<file path="src/rtl/core/ppsm_pkg.sv">
// Shared types and constants for the pulse period speed meter.
// No dependencies; imported by pulse_period_speed_meter.
package ppsm_pkg;

   localparam int TICK_W     = 32;  // timestamp and time value width
   localparam int WFRAC      = 8;   // fraction bits of the smoothing weight
   localparam int QUOT_W     = 30;  // frequency and speed width
   localparam int DIV_STEPS  = QUOT_W;
   localparam int DCNT_W     = $clog2(DIV_STEPS);
   localparam int BCNT_W     = $clog2(WFRAC);
   localparam int PROD_W     = TICK_W + WFRAC + 1;  // signed weight * difference
   localparam int RSP_DATA_W = 128;

   localparam logic [QUOT_W-1:0] FREQ_NUM  = 30'd1000000000;  // 1e9 mHz*us
   localparam logic [QUOT_W-1:0] SPEED_NUM = 30'd666666666;   // 2e9/3 mrpm*us

   typedef enum logic [2:0] {
      ST_IDLE,
      ST_BLEND,
      ST_WRITE,
      ST_DIVIDE,
      ST_EMIT
   } state_type;

endpackage

</file>
<file path="src/rtl/core/pulse_period_speed_meter.sv">
// Pulse period / high time meter with smoothing, frequency and speed outputs.
// Depends on ppsm_pkg (types and constants).

// Each edge event (req_tuser = level, req_tdata = 32-bit microsecond tick)
// yields one result transfer. A rising edge measures the period since the last
// rising edge, a falling edge the high time since the last rising edge; tick
// differences wrap modulo 2^32. Measurements after the first are smoothed as
// (w*old + (256-w)*sample) >> 8 with w = csr_data (0 = no smoothing). The
// smoothing runs bit-serially over the 8 weight bits, then a write-back step
// stores it; frequency (1e9/period) and speed (666666666/period) then come
// from two restoring dividers that retire one quotient bit per cycle. The
// result sits in an output register, so the next event is taken while the
// previous result waits. The weight is captured when an event is accepted,
// so a weight write takes effect from the next accepted event on.
module pulse_period_speed_meter
   import ppsm_pkg::*;
(
   input  logic                  clock,
   input  logic                  reset,
   // edge events
   input  logic                  req_tvalid,
   output logic                  req_tready,
   input  logic [TICK_W-1:0]     req_tdata,   // [31:0] tick
   input  logic                  req_tuser,   // [0] level (1 rising, 0 falling)
   // results
   output logic                  rsp_tvalid,
   input  logic                  rsp_tready,
   output logic [RSP_DATA_W-1:0] rsp_tdata,   // [31:0] period_us, [63:32] high_us,
                                              // [93:64] freq_millihz,
                                              // [123:94] speed_millirpm,
                                              // [124] period_valid, rest zero
   // weight register write
   input  logic                  csr_valid,
   output logic                  csr_ready,
   input  logic [WFRAC-1:0]      csr_data
);

   state_type state_ff, state_in;

   // measurement state
   logic [TICK_W-1:0] last_rise_ff, last_rise_in;
   logic              rise_seen_ff, rise_seen_in;
   logic [TICK_W-1:0] period_value_ff, period_value_in;
   logic              period_known_ff, period_known_in;
   logic [TICK_W-1:0] high_value_ff, high_value_in;
   logic              high_known_ff, high_known_in;
   logic [WFRAC-1:0]  weight_ff, weight_in;

   // serial blend
   logic [TICK_W-1:0] sample_ff, sample_in;
   logic [PROD_W-1:0] mcand_ff, mcand_in;
   logic [PROD_W-1:0] acc_ff, acc_in;
   logic [WFRAC-1:0]  wsh_ff, wsh_in;
   logic [BCNT_W-1:0] bcnt_ff, bcnt_in;
   logic              bsel_ff, bsel_in;   // 1: period, 0: high time

   // dividers
   logic [QUOT_W-1:0] numf_ff, numf_in, nums_ff, nums_in;
   logic [TICK_W-1:0] remf_ff, remf_in, rems_ff, rems_in;
   logic [QUOT_W-1:0] qf_ff, qf_in, qs_ff, qs_in;
   logic [DCNT_W-1:0] dcnt_ff, dcnt_in;

   // output register
   logic                  rsp_tvalid_ff, rsp_tvalid_in;
   logic [RSP_DATA_W-1:0] rsp_tdata_ff, rsp_tdata_in;

   // control
   logic req_xfer;
   logic start_blend;
   logic div_start;
   logic rsp_load;

   logic              level;
   logic [TICK_W-1:0] tick;
   logic [TICK_W-1:0] diff;
   logic [TICK_W-1:0] blend_old;
   logic [TICK_W+1:0] blend_sum;
   logic [TICK_W:0]   trial_f, trial_s, sub_f, sub_s, divisor;
   logic              ge_f, ge_s;
   logic              per_nz;

   assign level     = req_tuser;
   assign tick      = req_tdata;
   assign req_xfer  = req_tvalid & req_tready;
   assign csr_ready = 1'b1;
   assign diff      = tick - last_rise_ff;  // wraps modulo 2^32

   // smoothing only when the measurement already holds a value
   assign start_blend = req_xfer && rise_seen_ff &&
                        (level ? period_known_ff : high_known_ff);
   assign blend_old   = level ? period_value_ff : high_value_ff;

   // floor((w*old + (256-w)*s)/256) = s + floor(w*(old-s)/256)
   assign blend_sum = {2'b00, sample_ff} + {acc_ff[PROD_W-1], acc_ff[PROD_W-1:WFRAC]};

   assign divisor = {1'b0, period_value_ff};
   assign trial_f = {remf_ff, numf_ff[QUOT_W-1]};
   assign trial_s = {rems_ff, nums_ff[QUOT_W-1]};
   assign ge_f    = trial_f >= divisor;
   assign ge_s    = trial_s >= divisor;
   assign sub_f   = trial_f - divisor;
   assign sub_s   = trial_s - divisor;
   assign per_nz  = period_known_ff && (period_value_ff != '0);

   // next state
   always_comb begin
      state_in = state_ff;
      unique case (state_ff)
         ST_IDLE: begin
            if (req_xfer) begin
               state_in = start_blend ? ST_BLEND : ST_DIVIDE;
            end
         end
         ST_BLEND: begin
            if (bcnt_ff == BCNT_W'(WFRAC - 1)) begin
               state_in = ST_WRITE;
            end
         end
         ST_WRITE: begin
            state_in = ST_DIVIDE;
         end
         ST_DIVIDE: begin
            if (dcnt_ff == DCNT_W'(DIV_STEPS - 1)) begin
               state_in = ST_EMIT;
            end
         end
         ST_EMIT: begin
            if (!rsp_tvalid_ff || rsp_tready) begin
               state_in = ST_IDLE;
            end
         end
         default: state_in = ST_IDLE;
      endcase
   end

   // state outputs
   always_comb begin
      req_tready = 1'b0;
      div_start  = 1'b0;
      rsp_load   = 1'b0;
      unique case (state_ff)
         ST_IDLE: begin
            req_tready = 1'b1;
            div_start  = req_xfer && !start_blend;
         end
         ST_WRITE: begin
            div_start = 1'b1;
         end
         ST_EMIT: begin
            rsp_load = !rsp_tvalid_ff || rsp_tready;
         end
         default: begin
         end
      endcase
   end

   // datapath next values
   always_comb begin
      last_rise_in    = last_rise_ff;
      rise_seen_in    = rise_seen_ff;
      period_value_in = period_value_ff;
      period_known_in = period_known_ff;
      high_value_in   = high_value_ff;
      high_known_in   = high_known_ff;
      weight_in       = weight_ff;
      sample_in       = sample_ff;
      mcand_in        = mcand_ff;
      acc_in          = acc_ff;
      wsh_in          = wsh_ff;
      bcnt_in         = bcnt_ff;
      bsel_in         = bsel_ff;
      numf_in         = numf_ff;
      nums_in         = nums_ff;
      remf_in         = remf_ff;
      rems_in         = rems_ff;
      qf_in           = qf_ff;
      qs_in           = qs_ff;
      dcnt_in         = dcnt_ff;
      rsp_tdata_in    = rsp_tdata_ff;
      rsp_tvalid_in   = rsp_tvalid_ff && !rsp_tready;

      if (csr_valid && csr_ready) begin
         weight_in = csr_data;
      end

      if (req_xfer) begin
         if (level) begin
            last_rise_in = tick;
            rise_seen_in = 1'b1;
            if (rise_seen_ff && !period_known_ff) begin
               period_value_in = diff;   // first period taken as is
               period_known_in = 1'b1;
            end
         end else if (rise_seen_ff && !high_known_ff) begin
            high_value_in = diff;
            high_known_in = 1'b1;
         end
         if (start_blend) begin
            sample_in = diff;
            mcand_in  = {{(PROD_W-TICK_W){1'b0}}, blend_old} -
                        {{(PROD_W-TICK_W){1'b0}}, diff};
            acc_in    = '0;
            wsh_in    = weight_ff;
            bcnt_in   = '0;
            bsel_in   = level;
         end
      end

      // one weight bit per cycle, LSB first
      if (state_ff == ST_BLEND) begin
         if (wsh_ff[0]) begin
            acc_in = acc_ff + mcand_ff;
         end
         mcand_in = {mcand_ff[PROD_W-2:0], 1'b0};
         wsh_in   = {1'b0, wsh_ff[WFRAC-1:1]};
         bcnt_in  = bcnt_ff + 1'b1;
      end

      if (state_ff == ST_WRITE) begin
         if (bsel_ff) begin
            period_value_in = blend_sum[TICK_W-1:0];
         end else begin
            high_value_in = blend_sum[TICK_W-1:0];
         end
      end

      if (div_start) begin
         numf_in = FREQ_NUM;
         nums_in = SPEED_NUM;
         remf_in = '0;
         rems_in = '0;
         qf_in   = '0;
         qs_in   = '0;
         dcnt_in = '0;
      end

      // restoring division, one quotient bit per cycle
      if (state_ff == ST_DIVIDE) begin
         remf_in = ge_f ? sub_f[TICK_W-1:0] : trial_f[TICK_W-1:0];
         rems_in = ge_s ? sub_s[TICK_W-1:0] : trial_s[TICK_W-1:0];
         qf_in   = {qf_ff[QUOT_W-2:0], ge_f};
         qs_in   = {qs_ff[QUOT_W-2:0], ge_s};
         numf_in = {numf_ff[QUOT_W-2:0], 1'b0};
         nums_in = {nums_ff[QUOT_W-2:0], 1'b0};
         dcnt_in = dcnt_ff + 1'b1;
      end

      if (rsp_load) begin
         rsp_tvalid_in = 1'b1;
         rsp_tdata_in  = {3'b000,
                          period_known_ff,
                          per_nz ? qs_ff : {QUOT_W{1'b0}},
                          per_nz ? qf_ff : {QUOT_W{1'b0}},
                          high_known_ff ? high_value_ff : {TICK_W{1'b0}},
                          period_known_ff ? period_value_ff : {TICK_W{1'b0}}};
      end
   end

   // control registers
   always_ff @(posedge clock) begin
      if (reset) begin
         state_ff        <= ST_IDLE;
         rise_seen_ff    <= 1'b0;
         period_known_ff <= 1'b0;
         high_known_ff   <= 1'b0;
         weight_ff       <= '0;
         rsp_tvalid_ff   <= 1'b0;
         last_rise_ff    <= '0;
         period_value_ff <= '0;
         high_value_ff   <= '0;
      end else begin
         state_ff        <= state_in;
         rise_seen_ff    <= rise_seen_in;
         period_known_ff <= period_known_in;
         high_known_ff   <= high_known_in;
         weight_ff       <= weight_in;
         rsp_tvalid_ff   <= rsp_tvalid_in;
         last_rise_ff    <= last_rise_in;
         period_value_ff <= period_value_in;
         high_value_ff   <= high_value_in;
      end
   end

   // payload registers
   always_ff @(posedge clock) begin
      sample_ff    <= sample_in;
      mcand_ff     <= mcand_in;
      acc_ff       <= acc_in;
      wsh_ff       <= wsh_in;
      bcnt_ff      <= bcnt_in;
      bsel_ff      <= bsel_in;
      numf_ff      <= numf_in;
      nums_ff      <= nums_in;
      remf_ff      <= remf_in;
      rems_ff      <= rems_in;
      qf_ff        <= qf_in;
      qs_ff        <= qs_in;
      dcnt_ff      <= dcnt_in;
      rsp_tdata_ff <= rsp_tdata_in;
   end

   assign rsp_tvalid = rsp_tvalid_ff;
   assign rsp_tdata  = rsp_tdata_ff;

   // an accepted event keeps the input closed until its result is built
   a_busy_after_accept: assert property (@(posedge clock) disable iff (reset)
      req_xfer |=> !req_tready)
      else $error("input taken again right after a transfer");

   // a period is only ever known after a rising edge was seen
   a_period_needs_rise: assert property (@(posedge clock) disable iff (reset)
      period_known_ff |-> rise_seen_ff)
      else $error("period known without a rising edge");

   // smoothing only runs on a value that already holds a measurement
   a_blend_on_known: assert property (@(posedge clock) disable iff (reset)
      (state_ff == ST_BLEND) |-> (bsel_ff ? period_known_ff : high_known_ff))
      else $error("smoothing an unknown value");

   // no period, no frequency or speed
   a_zero_rates: assert property (@(posedge clock) disable iff (reset)
      (rsp_tvalid_ff && !rsp_tdata_ff[124]) |->
         (rsp_tdata_ff[123:64] == '0))
      else $error("rates reported without a period");

endmodule
</file>
<file path="config.mk">
export PLATFORM = sky130hd
export DESIGN_NAME = pulse_period_speed_meter
export DESIGN_NICKNAME = d
export VERILOG_FILES = /design/src/rtl/core/ppsm_pkg.sv /design/src/rtl/core/pulse_period_speed_meter.sv
export SDC_FILE = /design/constraint.sdc
export NUM_CORES = 1
export LEC_CHECK = 0
export BUFFER_PORTS_ARGS = -buffer_cell sky130_fd_sc_hd__buf_2
export CORE_MARGIN = 2
export CORE_UTILIZATION = 39
export CTS_CLUSTER_DIAMETER = 50
export DETAILED_ROUTE_END_ITERATION = 8
export PLACE_DENSITY = 0.59
export SYNTH_ARGS = -nofsm -noshare
export SYNTH_HDL_FRONTEND = slang
export SYNTH_SLANG_ARGS = --single-unit
</file>
<file path="constraint.sdc">
create_clock -name clock -period 12.9 [get_ports clock]
set_clock_uncertainty 0.1 [all_clocks]
set_input_delay 0 -clock clock [delete_from_list [all_inputs] [get_ports clock]]
set_output_delay 0 -clock clock [all_outputs]
set_load 0.05 [all_outputs]
</file>
==> summary.txt <==
Mean area per synthesized cell: 9.67 sq um
Met1 GRT Util: 31.2%
Cell mode on critical path: a21oi_1
DR WL/cell: 20.0 um
Setup CP Type: reg2reg
Area leader, netlist: edfxtp_1
Total power: 6.98 mW
Clock sinks: 535
Synth cell types: 93
Critical-path top delay cell: o41a_1
Setup_tns: 0 ns
CTS tree: done
Fin nets: 3717
Met3 Resource Use GR: 4.19%
Initial Utilization: 39.4%
Ys async rst share: 0%
Status: completed
Num rows: 104
Max-slew violations: 0
# DRC: 0
Via/cell ratio: 5.47
CP peak stage delay: 0.49 ns
Number of synthesized flops with an enable pin: 382
Register area share after synthesis: 45.9%
Worst Path Required: 13.16 ns
Minimum clock period: 5.40 ns
Total CTS buffers: 75
Pleak: 15.0 nW
Pre-Repair DR Iteration Count: 6
Maximum vdd drop: 0.0000961 V
Peak Freq: 0.185 GHz
Largest net degree at the start of global routing: 176
Fraction of layout cells with a size suffix above 1: 12.1%
CTS resizes: 0
Synthesized cell area: 0.0317 sq mm
Post-synth top area share: 36.2%
Worst setup path start: last_rise_ff[1]
Arrival time at the worst endpoint: 5.65 ns
Top cells by area, synth: edfxtp_1, dfxtp_1, ha_1
Unrepaired setup endpoints after global routing: false
Clk buf depth: 3
M2 GR Usage: 32.3%
Layout area overhead: 16.3%
Die area: 0.0835 sq mm
Yosys warns: 0
Worst Hold Path EP: last_rise_ff[28]
First-pass GRT wire length: 140000 um
Post-Route WL: 91500 um
CP Cell Sequence: inv_1, ha_1, nor2b_1, o21ai_1, a21oi_1, o41a_1, a311o_1, a21o_1, a21oi_1, xnor2_1, inv_1, ha_1, and2_1, and3_1, nand2_1, nor3_1, o21ai_2, a211oi_1, o21ai_2, a21oi_1, or4_1, nand3_1
Fin crit share: 41.8%
CP Launch Type: flop
Reg2Reg Setup Slack: 7.50 ns
# H-tree levels: 3
Max-cap violations: 0
Via count: 25089
Fin util: 45.8%
Core Region: 0.0804 sq mm
Iteration-0 DRC Markers: 2048
Worst Path Max Fanout: 8
Main flop type after synthesis: edfxtp_1
Root Buffer: clkbuf_16
CP endpoint kind: flop
Top Family by Delay on Critical Path: compound AO/OA/AOI/OAI gates
Slew @ Worst Pin: 1.28 ns
Busiest grt layer: met2
Total grt overflow: 0
Synth top cells by count: edfxtp_1, nand2_1, a21oi_1
Clk_lat worst skew: 0.64 ns
Leading cell type by number of instances after synthesis: edfxtp_1
Max_slew headroom: 14.7%
Post-DP HPWL: 65700 um
Crit path buffers/inverters: 2
PwrDens: 190 mW/mm^2
Min Hold Slack: 0.0624 ns
Worst hold path startpoint: req_tdata[28]
R2r startpoint: last_rise_ff[1]
Worst R2R End: mcand_ff[36]
Initial antenna violation count: 1
Io pins: 177
Buffers on Ports: 172
Final setup violation count: 0
R2r worst-path depth: 22
Final Hold Vio Count: 0
Vias in the first global route: 23520
Hold Crit Class: in2reg
Placer Congestion: 0.904
Clock transition at path regs: 0.06 ns
Die height: 289 um
Seq cells post-synth: 535
Final ANT Viol Nets: 0
GRT Total Usage: 21.7%
Die X: 289 um
Hold Crit Depth: 4
Post-Syn Instances: 3273
-- cells by family after synthesis --
group,share of synthesized area (%)
muxes,2.41
buffers and inverters,4.05
and+or+nand+nor,16.9
DFF,45.9
AOI/OAI and AO/OA,17.9
xor gates and xnor gates,4.48
other,0.0237
adders and majority gates,8.32
-- state kept, by name (all words and copies together) (netlist names), 30 cells and up --
signal           cells
mcand_ff            40
sample_ff           32
rsp_tdata          125
qf_ff               30
remf_ff             32
high_value_ff       32
rems_ff             32
acc_ff              40
period_value_ff     32
qs_ff               30
last_rise_ff        32
-- layer usage --
layer | share of wire, % | vias up
met4 | 3.6 | 0
met1 | 47 | 11931
met3 | 7.1 | 143
li1 | - | 12230
met5 | 0 | -
met2 | 42 | 785
-- how the worst max path moves through the flow --
stage / end / slack (ns) / depth (start not counted)
2_1_floorplan: dcnt_ff[0] / 3.94 / 5
3_3_place_gp: mcand_ff[39] / 7.63 / 22
3_5_place_dp: mcand_ff[37] / 7.57 / 22
4_1_cts: mcand_ff[37] / 7.56 / 22
5_1_grt: mcand_ff[36] / 7.13 / 22
6_report: mcand_ff[36] / 7.50 / 22
-- area by class of cell --
| type | count | area (sq um) |
|---|---|---|
| inverter | 174 | 653 |
| tap | 1060 | 1330 |
| sequential | 535 | 14500 |
| clock inverter | 53 | 643 |
| multi-input combinational | 2406 | 15900 |
| timing repair buffer | 272 | 1760 |
| clock buffer | 86 | 1980 |
| fill | 7657 | 43600 |
| antenna | 1 | 2.50 |
-- report_power, final --
part	switching [mW]	total, mW	internal [mW]
logic	1.58	2.60	1.01
clock network	0.864	2.12	1.26
registers	0.173	2.26	2.08
-- placed cells by master, fill, tap and decap left out, types with 20 or more instances in the layout --
master | Yosys | routed
mux2i_1 | 38 | 38
inv_1 | 170 | 169
nand3_1 | 108 | 108
edfxtp_1 | 382 | 382
a21o_1 | 101 | 101
dfxtp_1 | 153 | 153
and3_1 | 26 | 24
ha_1 | 201 | 201
o21ai_1 | 77 | 77
dlygate4sd3_1 | 0 | 54
o211ai_1 | 36 | 36
nor3_1 | 39 | 39
xor2_1 | 61 | 61
or3_1 | 20 | 20
buf_2 | 10 | 171
clkbuf_16 | 0 | 76
mux2_2 | 34 | 34
o21bai_1 | 24 | 24
nand4_1 | 28 | 28
a311oi_1 | 25 | 25
nand2b_1 | 57 | 57
xnor2_1 | 101 | 101
and2_1 | 213 | 213
nor2b_1 | 24 | 24
nor2_1 | 208 | 204
a211oi_1 | 42 | 42
a21oi_1 | 260 | 260
nand2_1 | 307 | 305
o21ai_0 | 132 | 132
buf_4 | 4 | 46
-- tightest hold or removal path: cells and delay by family --
kind	cells	cell delay [ns]
AO/OA/AOI/OAI	1	0.05
buffers and inverters	2	0.66
AND/OR/NAND/NOR	1	0.05
-- repair_timing --
| action | CTS | global route |
|---|---|---|
| setup buffers | 0 | 0 |
| endpoints found under the hold margin | 109 | 0 |
| hold buffers | 54 | 0 |
-- per-stage QoR --
step | cells | worst slack [ns] | instance area [sq um]
finish | 4587 | 7.50 | 36800
global route | 4586 | 7.13 | 36800
CTS | 4586 | 7.56 | 36800
detailed placement | 4393 | 7.57 | 33600
global placement | 4393 | 7.63 | 33600
floorplan | 3275 | 3.94 | 31700
Note: power is estimated with default switching activity, not from simulation.
